**config.mk**
```make
export PLATFORM = sky130hd
export DESIGN_NAME = byte_stuffed_frame_receiver_top
export DESIGN_NICKNAME = d
export VERILOG_FILES = /design/src/hw/rtl/bsfr_pkg.sv /design/src/hw/rtl/bsfr_core.sv /design/src/hw/rtl/byte_stuffed_frame_receiver_top.sv
export VERILOG_INCLUDE_DIRS = /design/src /design/src/hw/rtl
export SDC_FILE = /design/constraint.sdc
export NUM_CORES = 1
export LEC_CHECK = 0
export ABC_CLOCK_PERIOD_IN_PS = 4600
export BUFFER_PORTS_ARGS = -buffer_cell sky130_fd_sc_hd__buf_2
export CAP_MARGIN = 30
export CORE_ASPECT_RATIO = 0.5
export CORE_UTILIZATION = 50
export CTS_CLUSTER_DIAMETER = 120
export DETAILED_ROUTE_END_ITERATION = 7
export GPL_ROUTABILITY_DRIVEN = 0
export PLACE_DENSITY = 0.76
export SYNTH_ARGS = -nofsm -noshare
export SYNTH_HDL_FRONTEND = slang
export SYNTH_SLANG_ARGS = --single-unit
```
**constraint.sdc**
```tcl
create_clock -name clk -period 4.6 [get_ports clk]
set_input_delay 0.92 -clock clk [delete_from_list [all_inputs] [get_ports clk]]
set_output_delay 0.92 -clock clk [all_outputs]
set_load 0.01 [all_outputs]
```
**src/hw/rtl/assert_macros.svh**
```systemverilog
// ----------------------------------------------------------------------------
// Assertion macros
// Shared concurrent assertion forms, clocked on clk, disabled in reset.
// ----------------------------------------------------------------------------
`ifndef ASSERT_MACROS_SVH
`define ASSERT_MACROS_SVH

// Same-cycle implication: when cond holds, prop must hold.
`define ASSERT_IMPL(label, cond, prop, msg) \
  label: assert property (@(posedge clk) disable iff (rst) (cond) |-> (prop)) \
    else $error(msg);

// Next-cycle implication: when cond holds, prop must hold in the next cycle.
`define ASSERT_NEXT(label, cond, prop, msg) \
  label: assert property (@(posedge clk) disable iff (rst) (cond) |=> (prop)) \
    else $error(msg);

`endif

```
**src/hw/rtl/bsfr_pkg.sv**
```systemverilog
// ----------------------------------------------------------------------------
// bsfr_pkg
// Types and constants for the byte-stuffed frame receiver.
// ----------------------------------------------------------------------------
`timescale 1ns / 1ps

package bsfr_pkg;

  localparam int unsigned MIN_FRAME_LEN = 5;
  // decoded count only needs to saturate at MIN_FRAME_LEN
  localparam int unsigned DCNT_W        = $clog2(MIN_FRAME_LEN + 1);

  localparam logic [7:0] ESC_OR_MASK    = 8'h20;

  localparam logic [7:0] DELIM_RESET    = 8'd126;
  localparam logic [7:0] ESC_RESET      = 8'd125;
  localparam logic [7:0] MAX_LEN_RESET  = 8'd254;

  localparam logic [1:0] REG_DELIM      = 2'd0;
  localparam logic [1:0] REG_ESC        = 2'd1;
  localparam logic [1:0] REG_MAX_LEN    = 2'd2;

  typedef enum logic [1:0] {
    STATUS_OK       = 2'd0,
    STATUS_NAK      = 2'd1,
    STATUS_RUNT     = 2'd2,
    STATUS_OVERFLOW = 2'd3
  } frame_status_t;

  typedef struct packed {
    logic [7:0] delim;
    logic [7:0] esc;
    logic [7:0] max_len;
  } bsfr_cfg_t;

  typedef struct packed {
    logic [7:0]    data;
    logic          eof;
    frame_status_t status;
  } result_t;

endpackage

```
**src/hw/rtl/bsfr_core.sv**
```systemverilog
// ----------------------------------------------------------------------------
// bsfr_core
// Frame state and per-byte decode; yields at most one result per byte.
// ----------------------------------------------------------------------------
`timescale 1ns / 1ps

`include "assert_macros.svh"

module bsfr_core (
  input  logic                clk,
  input  logic                rst,
  input  bsfr_pkg::bsfr_cfg_t cfg,
  input  logic                step,      // one raw byte transfers this cycle
  input  logic [7:0]          rx_byte,
  output logic                res_valid,
  output bsfr_pkg::result_t   res
);

  logic [7:0]                 raw_count, raw_count_next;
  logic [bsfr_pkg::DCNT_W-1:0] dec_count, dec_count_next;
  logic [7:0]                 running_sum, running_sum_next;
  logic                       esc_pending, esc_pending_next;
  logic [7:0]                 held_byte, held_byte_next;
  logic                       held_valid, held_valid_next;
  logic                       overflowed, overflowed_next;

  logic                       is_delim;
  logic                       have_dec;
  logic [7:0]                 decoded;

  assign is_delim = (rx_byte == cfg.delim);

  always_comb begin
    raw_count_next   = raw_count;
    dec_count_next   = dec_count;
    running_sum_next = running_sum;
    esc_pending_next = esc_pending;
    held_byte_next   = held_byte;
    held_valid_next  = held_valid;
    overflowed_next  = overflowed;
    res_valid        = 1'b0;
    res              = '0;
    have_dec         = 1'b0;
    decoded          = rx_byte;

    if (step) begin
      if (is_delim) begin
        if (overflowed || (raw_count != 8'd0)) begin
          res_valid = 1'b1;
          res.eof   = 1'b1;
          if (overflowed) begin
            res.status = bsfr_pkg::STATUS_OVERFLOW;
          end else if (raw_count < 8'(bsfr_pkg::MIN_FRAME_LEN)) begin
            res.status = bsfr_pkg::STATUS_RUNT;
          end else if (esc_pending || (running_sum != 8'd0) ||
                       (dec_count < bsfr_pkg::DCNT_W'(bsfr_pkg::MIN_FRAME_LEN))) begin
            res.status = bsfr_pkg::STATUS_NAK;
          end else begin
            res.status = bsfr_pkg::STATUS_OK;
          end
        end
        raw_count_next   = 8'd0;
        dec_count_next   = '0;
        running_sum_next = 8'd0;
        esc_pending_next = 1'b0;
        held_byte_next   = 8'd0;
        held_valid_next  = 1'b0;
        overflowed_next  = 1'b0;
      end else if (!overflowed) begin
        if (raw_count >= cfg.max_len) begin
          overflowed_next = 1'b1;
        end else begin
          raw_count_next = raw_count + 8'd1;
          if (esc_pending) begin
            esc_pending_next = 1'b0;
            decoded          = rx_byte | bsfr_pkg::ESC_OR_MASK;
            have_dec         = 1'b1;
          end else if (rx_byte == cfg.esc) begin
            esc_pending_next = 1'b1;
          end else begin
            have_dec = 1'b1;
          end
        end
      end

      if (have_dec) begin
        running_sum_next = running_sum + decoded;
        if (dec_count != bsfr_pkg::DCNT_W'(bsfr_pkg::MIN_FRAME_LEN)) begin
          dec_count_next = dec_count + bsfr_pkg::DCNT_W'(1);
        end
        // previous decoded byte goes out; newest one is held back
        if (held_valid) begin
          res_valid = 1'b1;
          res.data  = held_byte;
        end
        held_byte_next  = decoded;
        held_valid_next = 1'b1;
      end
    end
  end

  always_ff @(posedge clk) begin
    if (rst) begin
      raw_count   <= 8'd0;
      dec_count   <= '0;
      running_sum <= 8'd0;
      esc_pending <= 1'b0;
      held_byte   <= 8'd0;
      held_valid  <= 1'b0;
      overflowed  <= 1'b0;
    end else begin
      raw_count   <= raw_count_next;
      dec_count   <= dec_count_next;
      running_sum <= running_sum_next;
      esc_pending <= esc_pending_next;
      held_byte   <= held_byte_next;
      held_valid  <= held_valid_next;
      overflowed  <= overflowed_next;
    end
  end

  `ASSERT_NEXT(a_delim_clears, step && is_delim,
               raw_count == 8'd0 && !held_valid && !overflowed,
               "frame state not cleared after delimiter")
  `ASSERT_IMPL(a_data_needs_held, res_valid && !res.eof, held_valid,
               "data result without a held byte")
  `ASSERT_IMPL(a_raw_bounded, !overflowed, raw_count <= cfg.max_len || raw_count == 8'd0,
               "raw count passed max length")

endmodule

```
**src/hw/rtl/byte_stuffed_frame_receiver_top.sv**
```systemverilog
// ----------------------------------------------------------------------------
// byte_stuffed_frame_receiver_top
// HDLC-like deframer: unstuffs received bytes, checks an 8-bit additive
// checksum, and streams decoded bytes plus one end-of-frame status.
// ----------------------------------------------------------------------------
//
// Channel   Dir  Signals                         Transfer when
// --------  ---  ------------------------------  ---------------------------
// s_axis    in   tvalid tready tdata[7:0]        tvalid && tready
// m_axis    out  tvalid tready tdata tlast tuser tvalid && tready
// cfg       in   cfg_valid cfg_ready idx data    cfg_valid && cfg_ready
//
// One raw byte per cycle while s_axis_tready is high; a result that a byte yields is registered.
// Throughput set by the single output register: s_axis_tready drops only while
// a result is waiting and m_axis_tready is low.
// Reset (rst, synchronous) clears frame state and restores register defaults.
// The cfg channel is always ready; index 3 is accepted and ignored.
// The last decoded byte of each frame (the checksum) is never sent.
// ----------------------------------------------------------------------------
`timescale 1ns / 1ps

`include "assert_macros.svh"

module byte_stuffed_frame_receiver_top (
  input  logic       clk,
  input  logic       rst,
  // raw byte input
  input  logic       s_axis_tvalid,
  output logic       s_axis_tready,
  input  logic [7:0] s_axis_tdata,   // [7:0] rx_byte
  // decoded output
  output logic       m_axis_tvalid,
  input  logic       m_axis_tready,
  output logic [7:0] m_axis_tdata,   // [7:0] data_byte
  output logic       m_axis_tlast,   // end_of_frame
  output logic [1:0] m_axis_tuser,   // [1:0] frame_status
  // register writes
  input  logic       cfg_valid,
  output logic       cfg_ready,
  input  logic [1:0] cfg_index,
  input  logic [7:0] cfg_data
);

  bsfr_pkg::bsfr_cfg_t cfg;
  bsfr_pkg::result_t   core_res;
  bsfr_pkg::result_t   out_res;
  logic                core_valid;
  logic                s_xfer;
  logic                out_valid;

  // config registers
  assign cfg_ready = 1'b1;

  always_ff @(posedge clk) begin
    if (rst) begin
      cfg.delim   <= bsfr_pkg::DELIM_RESET;
      cfg.esc     <= bsfr_pkg::ESC_RESET;
      cfg.max_len <= bsfr_pkg::MAX_LEN_RESET;
    end else if (cfg_valid && cfg_ready) begin
      case (cfg_index)
        bsfr_pkg::REG_DELIM:   cfg.delim   <= cfg_data;
        bsfr_pkg::REG_ESC:     cfg.esc     <= cfg_data;
        bsfr_pkg::REG_MAX_LEN: cfg.max_len <= cfg_data;
        default: ;
      endcase
    end
  end

  // input side: take a byte whenever the output register is free or draining
  assign s_axis_tready = !out_valid || m_axis_tready;
  assign s_xfer        = s_axis_tvalid && s_axis_tready;

  bsfr_core u_core (
    .clk       (clk),
    .rst       (rst),
    .cfg       (cfg),
    .step      (s_xfer),
    .rx_byte   (s_axis_tdata),
    .res_valid (core_valid),
    .res       (core_res)
  );

  // output register
  always_ff @(posedge clk) begin
    if (rst) begin
      out_valid <= 1'b0;
    end else if (s_xfer && core_valid) begin
      out_valid <= 1'b1;
    end else if (m_axis_tready) begin
      out_valid <= 1'b0;
    end
  end

  always_ff @(posedge clk) begin
    if (s_xfer && core_valid) begin
      out_res <= core_res;
    end
  end

  assign m_axis_tvalid = out_valid;
  assign m_axis_tdata  = out_res.data;
  assign m_axis_tlast  = out_res.eof;
  assign m_axis_tuser  = 2'(out_res.status);

  `ASSERT_IMPL(a_ready_when_empty, !m_axis_tvalid, s_axis_tready,
               "input stalled with empty output register")
  `ASSERT_IMPL(a_data_status_zero, m_axis_tvalid && !m_axis_tlast, m_axis_tuser == 2'd0,
               "data result carries nonzero status")
  `ASSERT_IMPL(a_end_data_zero, m_axis_tvalid && m_axis_tlast, m_axis_tdata == 8'd0,
               "end result carries nonzero data")

endmodule

```
Word level (Yosys, flattened, before mapping)
Index checks and enable logic that the tools add are counted.
{ "word_totals": {"inputBits": 23, "reg_bits": 66, "out_inout_bits": 14} }
{ "op_classes": {"add_sub_neg": 3, "order_cmp": 3, "mux": 41, "eq_ne": 7, "reduce_logical": 20} }
{ "op_table": {"columns": ["cell", "count"], "rows": [
  ["8-bit two-way mux", 7],
  ["1-bit two-way mux", 24],
  ["6-bit two-way mux", 4],
  ["8-bit equality test", 2],
  ["8-bit nonzero test", 2],
  ["3-bit two-way mux", 4],
  ["2-bit AND reduction", 5],
  ["3-bit AND reduction", 3],
  ["8-bit by 1-bit adder with 8-bit output (second input constant)", 1],
  ["8-bit adder", 1],
  ["8-bit >= comparator", 1],
  ["8-bit by 3-bit < comparator with 1-bit output (second input constant)", 1],
  ["1-bit logical OR", 4],
  ["2-bit two-way mux", 2],
  ["2-bit nonzero test", 2],
  ["3-bit by 1-bit adder with 3-bit output (second input constant)", 1],
  ["3-bit < comparator (second input constant)", 1],
  ["3-bit inequality test (second input constant)", 1],
  ["2-bit by 1-bit equality test with 1-bit output (second input constant)", 1],
  ["2-bit equality test (second input constant)", 1],
  ["1-bit logical AND", 2],
  ["2-bit logical NOT", 1],
  ["2-bit by 1-bit inequality test with 1-bit output (second input constant)", 1],
  ["2-bit inequality test (second input constant)", 1],
  ["1-bit logical NOT", 1]
]} }

Logic depth before layout (Yosys ltp)
Gate-level depths: netlist of run 1.
{ "depth": {"word_depth": 11, "mapped_depth": 15, "ltp_nobuf": 14} }

Hierarchy
A second synthesis of run 1 with hierarchy kept.
{ "hier_totals": {"hier_cells": 338, "hier_area_um2": 3387.0} }
{ "modules_own_cells": {"columns": ["module", "area_each_um2", "instances", "cells_per_inst"], "rows": [
  ["bsfr_core", 2054.5, 1, 225],
  ["byte_stuffed_frame_receiver_top", 1332.5, 1, 113]
]} }

Worst setup path before layout of run 1
OpenSTA, ideal clock, no wires.
{ "synth_timing": {"path_type": "input-to-reg", "startpoint": "in s_axis_tdata[5]", "endpoint": "reg u_core.running_sum[7]", "path_stages": 13, "arrival_time_ps": 2914, "setup_time_ps": 115, "slack_ps": 1571, "cell_sequence": "xor2_1 nor4_4 and2_2 buf_6 nor2_1 a21o_1 ha_1 nor3_1 nor2_1 o41ai_1 xnor2_1 o221a_1 nor2_1"} }
{ "synth_via": {"elab_chain_len": 9, "elab_cells_between_ends": 17, "cone_classes": "add/sub (1); eq/ne (2); mux (12); reduce/logical (2)"} }
{ "synth_rtl": {"columns": ["element", "line", "source"], "rows": [
  ["start: declaration", "byte_stuffed_frame_receiver_top.sv:30", "input logic [7:0] s_axis_tdata,"],
  ["branches (longest 9 deep; another with 8-bit adder)", null, null],
  ["end signal: assignment", "bsfr_core.sv:114", "running_sum <= running_sum_next;"],
  ["end: declaration", "bsfr_core.sv:21", "logic [7:0] running_sum, running_sum_next;"]
]} }
Several ways; the timed one is not identified. The select of a mux whose other input is x is not followed.
A chain may end at the register's enable or synchronous reset.

Worst setup path in the final report of run 1
{ "layout_timing": {"startpoint": "reg u_core.raw_count[2]", "endpoint": "reg u_core.running_sum[7]"} }
{ "layout_via": {"elab_chain_len": 7, "elab_cells_between_ends": 13, "cone_classes": "add/sub (1); order compare (1); mux (9); reduce/logical (2)"} }
{ "layout_rtl": {"columns": ["element", "line", "source"], "rows": [
  ["start: declaration", "bsfr_core.sv:19", "logic [7:0] raw_count, raw_count_next;"],
  ["start signal: assignment", "bsfr_core.sv:112", "raw_count <= raw_count_next;"],
  ["8-bit >= comparator (*)", "bsfr_core.sv:70", "if (raw_count >= cfg.max_len) begin"],
  ["6-bit two-way mux / 1-bit two-way mux (equally long branches)", "bsfr_core.sv:70", null],
  ["6-bit two-way mux / 1-bit two-way mux (equally long branches)", "bsfr_core.sv:69", "end else if (!overflowed) begin"],
  ["6-bit two-way mux / 1-bit two-way mux (equally long branches)", "bsfr_core.sv:47", "if (is_delim) begin"],
  ["8-bit two-way mux / 1-bit two-way mux (equally long branches)", "bsfr_core.sv:46", "if (step) begin"],
  ["8-bit adder / 2-bit nonzero test (equally long branches)", null, null],
  ["8-bit two-way mux / 2-bit AND reduction (equally long branches)", null, null]
]} }
Every way passes the cells marked *; elsewhere a longest branch is shown, timed or not. The select of a mux whose other input is x is not followed.

==> results.yml, run 1 <==
run_status:
  status: "complete, no violations"
pwr:
  p_sw_uw: 390
  peakVddDrop_mv: 0.159
  sw_frac_of_total_pct: 26.2
  p_per_area_nw_per_um2: 389
  p_int_uw: 1100
  comb_power_share_pct: 14.2
  power_leakage_uw: 0.00164
  p_clk_share_pct: 41.6
  total_power_uw: 1490
  power_frac_seq_pct: 44.2
synth:
  yosys_warnings: 0
  syn_nets: 378
  synth-simple-area-share_pct: 19.2
  yosysUniqueCellTypes: 54
  synth_top_family_by_area: "simple AND/OR/NAND/NOR gates"
  synthCells: 334
  syn_avg_cell_area_um2: 9.95
  ys.flop_type: "dfxtp_1"
  synth_compound_area_share_pct: 17.6
  synth.area.mux_share_pct: 0.602
  yosysSeqAreaShare_pct: 43.1
  yosys.area_share.xor_xnor_pct: 6.85
  async_reset_ff_share_pct: 0
  synth.cell_area_um2: 3320
  ys_ff_latch: 66
  synth_fa_ha_area_share_pct: 8.13
  synth_edf_count: 11
layout:
  nFillCells: 498
  nNetsFinal: 412
  n_antenna_cell: 0
  utilization_pct: 61.3
  drive_gt1_share_pct: 16.1
  fin_cells: 461
  syn2layout_area_growth_pct: 14.9
setup_path:
  cp_common_cell: "nor2_1"
  crit_slowest_cell: "dfxtp_1"
  rrSetupSlack_ns: 1.57
  start_kind: "register"
  critPathRequiredTime_ns: 4.87
  rr_endpoint: "u_core.running_sum[7]$_SDFFE_PP0P_"
  critical_path.top_delay_family: "compound AO/OA/AOI/OAI gates"
  crit_buf_inv: 1
  cpPeakStageDelay_ns: 0.47
  path_max_fanout: 11
  worstPathArrival_ns: 3.30
  rr_startpoint: "u_core.raw_count[2]$_SDFFE_PP0P_"
  crit_path_end_kind: "register"
  r2r.worst_path.cells: 14
  crit_chain: "ha_1 -> a211o_1 -> a31oi_1 -> o31ai_1 -> buf_4 -> nor2_1 -> a21o_1 -> ha_1 -> nor3_1 -> nor2_1 -> o41ai_1 -> xnor2_1 -> o221a_1 -> nor2_1"
  startpoint: "u_core.raw_count[2]$_SDFFE_PP0P_"
  path_class: "reg2reg"
hold_path:
  worstHoldEndpoint: "u_core.held_byte[6]$_SDFFE_PP0P_"
  hp-class: "reg2reg"
  min_from: "u_core.held_byte[6]$_SDFFE_PP0P_"
  hold_depth: 1
timing:
  setup_viol_count_final: 0
  period_share_pct: 65.9
  fin_skew_ns: 0.00672
  fin_crit_ns: 3.03
  slew_viol_final: 0
  tightest_slew_ns: 0.865
  rsz0062_at_grt: "no"
  finalHoldViolCount: 0
  relSlewSlack_pct: 41.9
  fin_setup_tns_ns: 0
  setup_ws_ns: 1.57
  fmax_ghz: 0.330
clock_tree:
  cts.sinks: 66
  clk_pin_slew_ns: 0.05
  htreeDepth: 3
  max-clock-path-buffers: 2
  cts_buffers: 9
  hold_buffers: 0
  post_cts_buffers: 0
  cts_tree: "yes"
  insertion_delay_ns: 0.33
  cts_resized: 0
  root_buffer: "clkbuf_16"
place:
  pre_cts_slack_ns: 1.22
  portBuffers: 35
  place_inst: 445
  dp_hpwl_um: 5250
drt:
  post_drt_wl_per_cell_um: 15.2
  drtAntennaViolNets: 0
  drcViolationCount: 0
  via_per_inst: 5.61
  routed_wirelength_um: 7030
  first_pass_iters: 5
  drtIter0Drc: 175
  vias: 2586
floorplan:
  core_area_um2: 6230
  pin_count: 37
  dieWidth_um: 117
  die-area_um2: 7000
  die_height_um: 59.7
  rows: 20
  initial_core_util_pct: 53.4
grt:
  overflow: 0
  grt_pass1_wl_um: 11500
  first_global_vias: 2373
  antenna_found_initial: 0
  grt.total_usage_pct: 21.7
  grt_max_degree: 34
run:
  max_cap_violations: 0
area by class of cell:
type / instances / area (um2) / share of cell area, %
multi-input combinational: 235 / 1740 / 45.7
tap: 88 / 110 / 2.88
sequential: 66 / 1430 / 37.5
timing repair buffer: 37 / 190 / 4.98
clock buffer: 11 / 243 / 6.35
clock inverter: 5 / 30.0 / 0.786
inverter: 19 / 71.3 / 1.87
Yosys cell counts, types with 7 or more instances:
cell type	instances	area, um2
nor2_1	25	93.8
nand2_1	23	86.3
inv_1	19	71.3
dfxtp_1	55	1100
nand3b_1	7	52.6
and2_1	9	56.3
a211o_1	14	123
ha_1	20	250
a21oi_1	19	95.1
xor2_1	10	87.6
nand3_1	11	55.1
a211oi_1	7	52.6
edfxtp_1	11	330
xnor2_1	16	140
a22o_1	15	131
sequential cells by signal, indices dropped and copies added, names as in the netlist:
| signal | count |
|---|---|
| cfg | 24 |
| m_axis_tdata | 8 |
| m_axis_tlast | 1 |
| m_axis_tuser | 2 |
| m_axis_tvalid | 1 |
| u_core.dec_count | 3 |
| u_core.esc_pending | 1 |
| u_core.held_byte | 8 |
| u_core.held_valid | 1 |
| u_core.overflowed | 1 |
| u_core.raw_count | 8 |
| u_core.running_sum | 8 |
power groups by stage:
stage | combinational [uW] | sequential, uW | clock [uW]
floorplan | 159 | 661 | 0
global placement | 201 | 667 | 0
detailed placement | 210 | 668 | 0
CTS | 211 | 656 | 625
global route | 233 | 661 | 653
finish | 211 | 657 | 619
through the flow:
stage | hold WS [ns] | area, um2
3_3_place_gp | 0.449 | 3550
3_5_place_dp | 0.454 | 3550
6_report | 0.472 | 3820
4_1_cts | 0.477 | 3820
2_1_floorplan | 0.434 | 3320
5_1_grt | 0.494 | 3820
logic make-up after synthesis:
kind of cell	after synthesis
AND/OR/NAND/NOR	108
AO/OA/AOI/OAI	77
flip-flops	66
buffers and inverters	33
XOR/XNOR	26
adder cells (fa/ha/maj)	21
multiplexers	2
other	1
worst reg2reg max path, cell delays in order, from the launching register on:
cell and delay [ns]:
dfxtp_1 0.47, ha_1 0.30, a211o_1 0.29, a31oi_1 0.15, o31ai_1 0.09, buf_4 0.19
nor2_1 0.20, a21o_1 0.20, ha_1 0.28, nor3_1 0.20, nor2_1 0.06, o41ai_1 0.08
xnor2_1 0.14, o221a_1 0.27, nor2_1 0.08
per-layer routing:
metal / vias up / track usage [%] / part of all wire, %
met1: 1229 / 27.3 / 47
met3: 8 / 7.25 / 5.9
met5: - / 0 / 0
li1: 1272 / - / -
met4: 0 / 5.57 / 0.78
met2: 77 / 36.5 / 46
cell usage in the layout, fill, tap and decap left out, drive strengths merged, types with 6 or more instances in the layout:
cell / count
dfxtp: 55
buf: 37
nor2: 26
nand2: 24
ha: 20
inv: 19
a21oi: 19
xnor2: 16
a22o: 15
a211o: 14
nand3: 11
edfxtp: 11
clkbuf: 11
xor2: 10
and2: 10
a211oi: 7
nand3b: 7
nor2b: 6
worst max-delay path by stage:
| stage | end | slack, ns | cells after the start |
|---|---|---|---|
| finish | u_core.running_sum[7]$_SDFFE_PP0P_ | 1.57 | 14 |
| global route | u_core.running_sum[7]$_SDFFE_PP0P_ | 1.38 | 14 |
| CTS | u_core.running_sum[7]$_SDFFE_PP0P_ | 1.57 | 13 |
| detailed placement | u_core.running_sum[7]$_SDFFE_PP0P_ | 1.22 | 13 |
| global placement | u_core.running_sum[7]$_SDFFE_PP0P_ | 1.32 | 13 |
| floorplan | u_core.running_sum[7]$_SDFFE_PP0P_ | 1.57 | 13 |
Note: power is estimated with default switching activity, not from simulation.
==> run 2: changes to the inputs <==
--- a/config.mk
+++ b/config.mk
@@ -6,7 +6,8 @@
 export SDC_FILE = /design/constraint.sdc
 export NUM_CORES = 1
 export LEC_CHECK = 0
-export ABC_CLOCK_PERIOD_IN_PS = 4600
+export ABC_AREA = 1
+export ABC_CLOCK_PERIOD_IN_PS = 3100
 export BUFFER_PORTS_ARGS = -buffer_cell sky130_fd_sc_hd__buf_2
 export CAP_MARGIN = 30
 export CORE_ASPECT_RATIO = 0.5
==> constraint.sdc (replaced) <==
create_clock -name clk -period 3.1 [get_ports clk]
set_input_delay 0.62 -clock clk [delete_from_list [all_inputs] [get_ports clk]]
set_output_delay 0.62 -clock clk [all_outputs]
set_load 0.01 [all_outputs]
==> run 2 against run 1 <==
Effect of this change: flip-flop and latch count unchanged; utilization increased by 1.7 points; synthesized cell count rose by 32%; clock skew shrank 0.0031 ns; cell area is 4.8% higher; die area increased by 4.0%; non-clock buffer count is 2 higher; register-to-register slack worse by 1.1 ns; final cell count up 25%; sequential power grew 46%; sequential share of layout area shrank 1.7 points; maximum frequency rose by 17%; critical path type unchanged.
==> results.yml, run 2 <==
run_status:
  status: "complete, no violations"
timing:
  period_share_pct: 83.8
  slew_viol_final: 0
  fmax_ghz: 0.385
  fin_skew_ns: 0.00361
  fin_setup_tns_ns: 0
  fin_crit_ns: 2.60
  rsz0062_at_grt: "no"
  setup_viol_count_final: 0
  finalHoldViolCount: 0
place:
  dp_hpwl_um: 5500
  portBuffers: 35
  placed_area_um2: 3730
floorplan:
  die-area_um2: 7280
  initial_core_util_pct: 54.4
  rows: 20
  core_area_um2: 6360
  dieWidth_um: 120
  die_height_um: 60.8
  pin_count: 37
setup_path:
  start_kind: "register"
  critPathRequiredTime_ns: 3.32
  worstPathArrival_ns: 2.82
  path_class: "reg2reg"
  cp_common_cell: "nand2_1"
  crit_slowest_cell: "o31ai_1"
  crit_chain: "inv_1 -> ha_1 -> inv_1 -> nand2_1 -> nand2_1 -> nand2_1 -> nand2_1 -> nand2_1 -> nand2_1 -> nand2_2 -> o31ai_1 -> ha_1 -> a31oi_1 -> nand2_1 -> xor2_1 -> o21ai_2"
  cpPeakStageDelay_ns: 0.42
  crit_path_end_kind: "register"
  path_max_fanout: 6
clock_tree:
  max-clock-path-buffers: 2
  clk_pin_slew_ns: 0.05
  cts.sinks: 66
  cts_resized: 0
  insertion_delay_ns: 0.33
  cts_tree: "yes"
  cts_buffers: 9
  post_cts_buffers: 0
  root_buffer: "clkbuf_16"
  hold_buffers: 0
  htreeDepth: 3
synth:
  synth_area_leaders: "dfxtp_1 32%, nand2_1 12%, edfxtp_1 9.5%"
  async_reset_ff_share_pct: 0
  ys_ff_latch: 66
  synthCells: 440
  syn_nets: 484
  yosysUniqueCellTypes: 41
  synth_edf_count: 11
  synth_common_cells: "115 x nand2_1, 55 x dfxtp_1, 55 x inv_1, 29 x nor2_1, 24 x a21oi_1"
  synth_top_area_share_pct: 31.8
  yosysSeqAreaShare_pct: 41.4
  ys.flop_type: "dfxtp_1"
  synth_most_common_cell: "nand2_1"
  syn_avg_cell_area_um2: 7.87
  synth_top_area_cell: "dfxtp_1"
  yosys_warnings: 0
  synth.cell_area_um2: 3460
layout:
  final_cell_mix: "115 x nand2_1, 55 x inv_1, 55 x dfxtp_1, 35 x buf_2, 29 x nor2_1"
  stdcell_area_um2: 4010
  syn2layout_area_growth_pct: 15.7
  nNetsFinal: 525
  final_common_cell: "nand2_1"
  largest_reg_flops: 24
  largest-register: "cfg"
  drive_gt1_share_pct: 18.5
  n_antenna_cell: 0
pwr:
  power_leakage_uw: 0.00199
  p_int_uw: 1630
  comb_power_share_pct: 15.0
  p_sw_uw: 595
  peakVddDrop_mv: 0.277
  sw_frac_of_total_pct: 26.7
  p_clk_share_pct: 41.9
  power_frac_seq_pct: 43.1
  p_per_area_nw_per_um2: 557
  total_power_uw: 2230
grt:
  grt_pass1_wl_um: 12700
  grt_max_degree: 29
  antenna_found_initial: 0
  grt.total_usage_pct: 23.7
  first_global_vias: 2658
  overflow: 0
drt:
  post_drt_wl_per_cell_um: 13.1
  drcViolationCount: 0
  dr.max_layer_used: "met4"
  routed_wirelength_um: 7520
  first_pass_iters: 4
  met2RoutedLength_um: 3130
  drtAntennaViolNets: 0
  via_per_inst: 5.06
  vias: 2902
  wl_met3_um: 580
  drtIter0Drc: 254
  drt-met1-wl_um: 3660
hold_path:
  hp-class: "reg2reg"
run:
  max_cap_violations: 0
[run 2: cell types whose count changed after synthesis, moves of 7 or more]
cell and change:
nand2_1 +92, inv_1 +36, o211ai_1 +16, a22o_1 -15, a211o_1 -14, inv_2 +10
and2_1 -9, o21ai_0 +8, nand3_1 +7, xnor2_1 -7
[run 2: per-stage QoR]
stage	setup slack (ns)	cells	hold WS (ns)	utilization, %
final	0.501	574	0.463	63.0
after global routing	0.176	574	0.475	63.0
after CTS	0.486	574	0.465	63.0
after detailed placement	0.464	558	0.457	58.7
after global placement	0.578	558	0.451	58.7
after floorplan	0.893	440	0.440	-
[run 2: final timing paths]
path,from,to,slack (ns),depth (start not counted)
setup / recovery,u_core.raw_count[0]$_SDFFE_PP0P_,u_core.running_sum[7]$_SDFFE_PP0P_,0.50,16
hold / removal,u_core.held_valid$_SDFFE_PP0P_,u_core.held_valid$_SDFFE_PP0P_,0.46,2
setup reg to reg,u_core.raw_count[0]$_SDFFE_PP0P_,u_core.running_sum[7]$_SDFFE_PP0P_,0.50,16
hold reg to reg,u_core.held_valid$_SDFFE_PP0P_,u_core.held_valid$_SDFFE_PP0P_,0.46,2
[run 2: final cells by class]
type / count / area [um2]
Inverter: 66 / 250
Multi-Input combinational cell: 299 / 1730
Fill cell: 555 / 2350
Sequential cell: 66 / 1430
Clock buffer: 13 / 260
Timing Repair Buffer: 39 / 205
Tap cell: 88 / 110
Clock inverter: 3 / 15.0
[run 2: power by group through the flow]
stage	Combinational, uW	Clock [uW]	Sequential [uW]
after global routing	378	991	967
after floorplan	246	0	971
after global placement	324	0	977
final	334	934	961
after CTS	332	945	960
after detailed placement	330	0	977
[run 2: logic make-up (layout without fill, tap and decap cells)]
family,Yosys count,in the layout,share of synthesized area [%]
and+or+nand+nor,190,190,24.5
buffers and inverters,75,121,8.57
AOI/OAI and AO/OA,72,72,13.8
DFF,66,66,41.4
adders and majority gates,21,21,7.81
xor gates and xnor gates,15,15,3.80
other,1,1,0.108
[run 2: critical path, delay by kind of cell, from the launching register on]
family                   cells  cell delay (ns)
AO/OA/AOI/OAI                3             0.66
XOR/XNOR                     1             0.17
adder cells (fa/ha/maj)      2             0.63
buffers and inverters        2             0.21
flip-flops                   1             0.31
AND/OR/NAND/NOR              8             0.51
[run 2: metal layers]
layer / track usage, % / up-vias
met1: 31.5 / 1296
li1: - / 1512
met4: 10.2 / 0
met3: 8.65 / 12
met2: 35.1 / 82
met5: 0 / -
==> run 3: changes to the inputs <==
--- a/config.mk
+++ b/config.mk
@@ -7,7 +7,7 @@
 export NUM_CORES = 1
 export LEC_CHECK = 0
 export ABC_AREA = 1
-export ABC_CLOCK_PERIOD_IN_PS = 3100
+export ABC_CLOCK_PERIOD_IN_PS = 2200
 export BUFFER_PORTS_ARGS = -buffer_cell sky130_fd_sc_hd__buf_2
 export CAP_MARGIN = 30
 export CORE_ASPECT_RATIO = 0.5
@@ -15,7 +15,7 @@
 export CTS_CLUSTER_DIAMETER = 120
 export DETAILED_ROUTE_END_ITERATION = 7
 export GPL_ROUTABILITY_DRIVEN = 0
-export PLACE_DENSITY = 0.76
+export PLACE_DENSITY = 0.78
 export SYNTH_ARGS = -nofsm -noshare
 export SYNTH_HDL_FRONTEND = slang
 export SYNTH_SLANG_ARGS = --single-unit
==> constraint.sdc (replaced) <==
create_clock -name clk -period 2.2 [get_ports clk]
set_input_delay 0.44 -clock clk [delete_from_list [all_inputs] [get_ports clk]]
set_output_delay 0.44 -clock clk [all_outputs]
set_load 0.01 [all_outputs]
==> run 3 against run 2 <==
Effect of this change: combinational power up 71%; cell area increased by 9.8%; non-clock buffer count up 30; wire length rose by 11%; critical path depth did not move; flip-flop and latch count unchanged; final cell count is 5.2% higher; global-route usage rose by 0.22 points; sequential power increased by 42%; sequential share of layout area shrank 3.2 points.
==> results.yml, run 3 (synthesis gave the netlist of run 2 again) <==
layout:
  largest-register: "cfg"
  nFillCells: 485
  final_cell_mix: "113 x nand2_1, 54 x dfxtp_1, 53 x inv_1, 35 x buf_2, 31 x buf_4"
  final_common_cell: "nand2_1"
  fin_cells: 604
  drive_gt1_share_pct: 25.4
  n_antenna_cell: 0
  nNetsFinal: 555
  stdcell_area_um2: 4400
  largest_reg_flops: 24
  syn2layout_area_growth_pct: 27.0
run:
  max_cap_violations: 0
hold_path:
  hold_depth: 3
  min_from: "cfg_data[5]"
  hp-class: "in2reg"
  worstHoldEndpoint: "cfg[21]$_SDFFE_PP1P_"
setup_path:
  path_max_fanout: 4
  path_class: "reg2reg"
  worstPathArrival_ns: 2.39
  r2r.worst_path.cells: 16
  rrSetupSlack_ns: 0.03
  crit_path_end_kind: "register"
  rr_startpoint: "u_core.raw_count[0]$_SDFFE_PP0P_"
  start_kind: "register"
  critPathRequiredTime_ns: 2.42
  rr_endpoint: "u_core.running_sum[7]$_SDFFE_PP0P_"
grt:
  antenna_found_initial: 0
  grt.total_usage_pct: 23.9
  first_global_vias: 2699
  grt_max_degree: 29
  grt_pass1_wl_um: 12800
  overflow: 0
pwr:
  peakVddDrop_mv: 0.350
  total_power_uw: 3430
  power_leakage_uw: 0.00217
  p_per_area_nw_per_um2: 780
timing:
  rsz0062_at_grt: "yes"
  fmax_ghz: 0.462
  fin_setup_tns_ns: 0
  slew_viol_final: 0
  fin_skew_ns: 0.00518
  fin_crit_ns: 2.17
  hold-worst-slack_ns: 0.356
  relSlewSlack_pct: 58.5
  finalHoldViolCount: 0
  period_share_pct: 98.4
  tightest_slew_ns: 0.616
  setup_viol_count_final: 0
clock_tree:
  hold_buffers: 0
  cts_tree: "yes"
  htreeDepth: 3
  insertion_delay_ns: 0.34
  root_buffer: "clkbuf_16"
  max-clock-path-buffers: 2
  cts.sinks: 66
  clk_pin_slew_ns: 0.05
  cts_buffers: 9
floorplan:
  initial_core_util_pct: 54.4
  pin_count: 37
  die-area_um2: 7280
  die_height_um: 60.8
  dieWidth_um: 120
  core_area_um2: 6360
  rows: 20
drt:
  routed_wirelength_um: 8380
  post_drt_wl_per_cell_um: 13.9
  drcViolationCount: 0
  first_pass_iters: 4
  vias: 3071
  via_per_inst: 5.08
  drtAntennaViolNets: 0
  drtIter0Drc: 239
place:
  dp_hpwl_um: 5740
  placed_area_um2: 3920
  place_inst: 581
  portBuffers: 35
run_status:
  status: "complete, no violations"
[run 3: changes by cell type in the layout (fill, tap and decap cells not counted), sizes merged]
cell / delta
clkinv: +1
buf: +29
clkbuf: -2
bufinv: +2
[run 3: worst max path at each step]
stage	start	endpoint	slack (ns)	cells past startpoint
finish	u_core.raw_count[0]$_SDFFE_PP0P_	u_core.running_sum[7]$_SDFFE_PP0P_	0.03	16
global route	cfg[3]$_SDFFE_PP1P_	u_core.running_sum[7]$_SDFFE_PP0P_	-0.06	15
CTS	u_core.raw_count[0]$_SDFFE_PP0P_	u_core.running_sum[6]$_SDFFE_PP0P_	0.003	15
detailed placement	u_core.raw_count[0]$_SDFFE_PP0P_	u_core.running_sum[7]$_SDFFE_PP0P_	-0.15	16
global placement	u_core.raw_count[0]$_SDFFE_PP0P_	u_core.running_sum[7]$_SDFFE_PP0P_	-0.05	16
floorplan	u_core.raw_count[0]$_SDFFE_PP0P_	u_core.running_sum[7]$_SDFFE_PP0P_	0.05	16
[run 3: per-stage QoR]
stage	setup WS (ns)	util [%]
6_report	0.0341	69.2
5_1_grt	-0.0635	69.2
4_1_cts	0.00282	67.2
3_5_place_dp	-0.152	61.7
3_3_place_gp	-0.0550	61.7
2_1_floorplan	0.0500	-
[run 3: metal layers]
metal	up-vias	global-route usage, %	share of wire [%]
met4	0	8.93	1.4
met3	11	8.65	7.1
li1	1569	-	-
met1	1407	30.2	46
met2	84	38.4	46
met5	-	0	0
[run 3: cell type report]
class / count / area [um2] / area share (%)
Clock buffer: 10 / 229 / 5.21
Timing Repair Buffer: 69 / 464 / 10.6
Multi-Input combinational cell: 299 / 1830 / 41.5
Clock inverter: 6 / 81.3 / 1.85
Sequential cell: 66 / 1430 / 32.6
Inverter: 66 / 253 / 5.75
Tap cell: 88 / 110 / 2.50
[run 3: power breakdown]
part | switching, uW | total, uW | internal, uW
logic | 331 | 570 | 239
clock network | 521 | 1500 | 983
registers | 51.0 | 1360 | 1310
total | 903 | 3430 | 2530
[run 3: timing repair]
action	4_1_cts	5_1_grt
pin swaps	4	11
resized for setup	5	12
setup endpoints to repair	2	28
setup buffers	2	4
gates cloned	0	1
[run 3: critical path, stage by stage (launching register included)]
cell and delay (ns):
dfxtp_2 0.33, inv_2 0.05, ha_4 0.22, inv_2 0.04, nand2_1 0.04, nand2_1 0.05
nand2_1 0.05, nand2_1 0.06, nand2_1 0.06, nand2_2 0.09, nand2_4 0.07, o31ai_4 0.28
ha_4 0.28, a31oi_4 0.14, nand2_1 0.08, xor2_1 0.16, o21ai_2 0.06
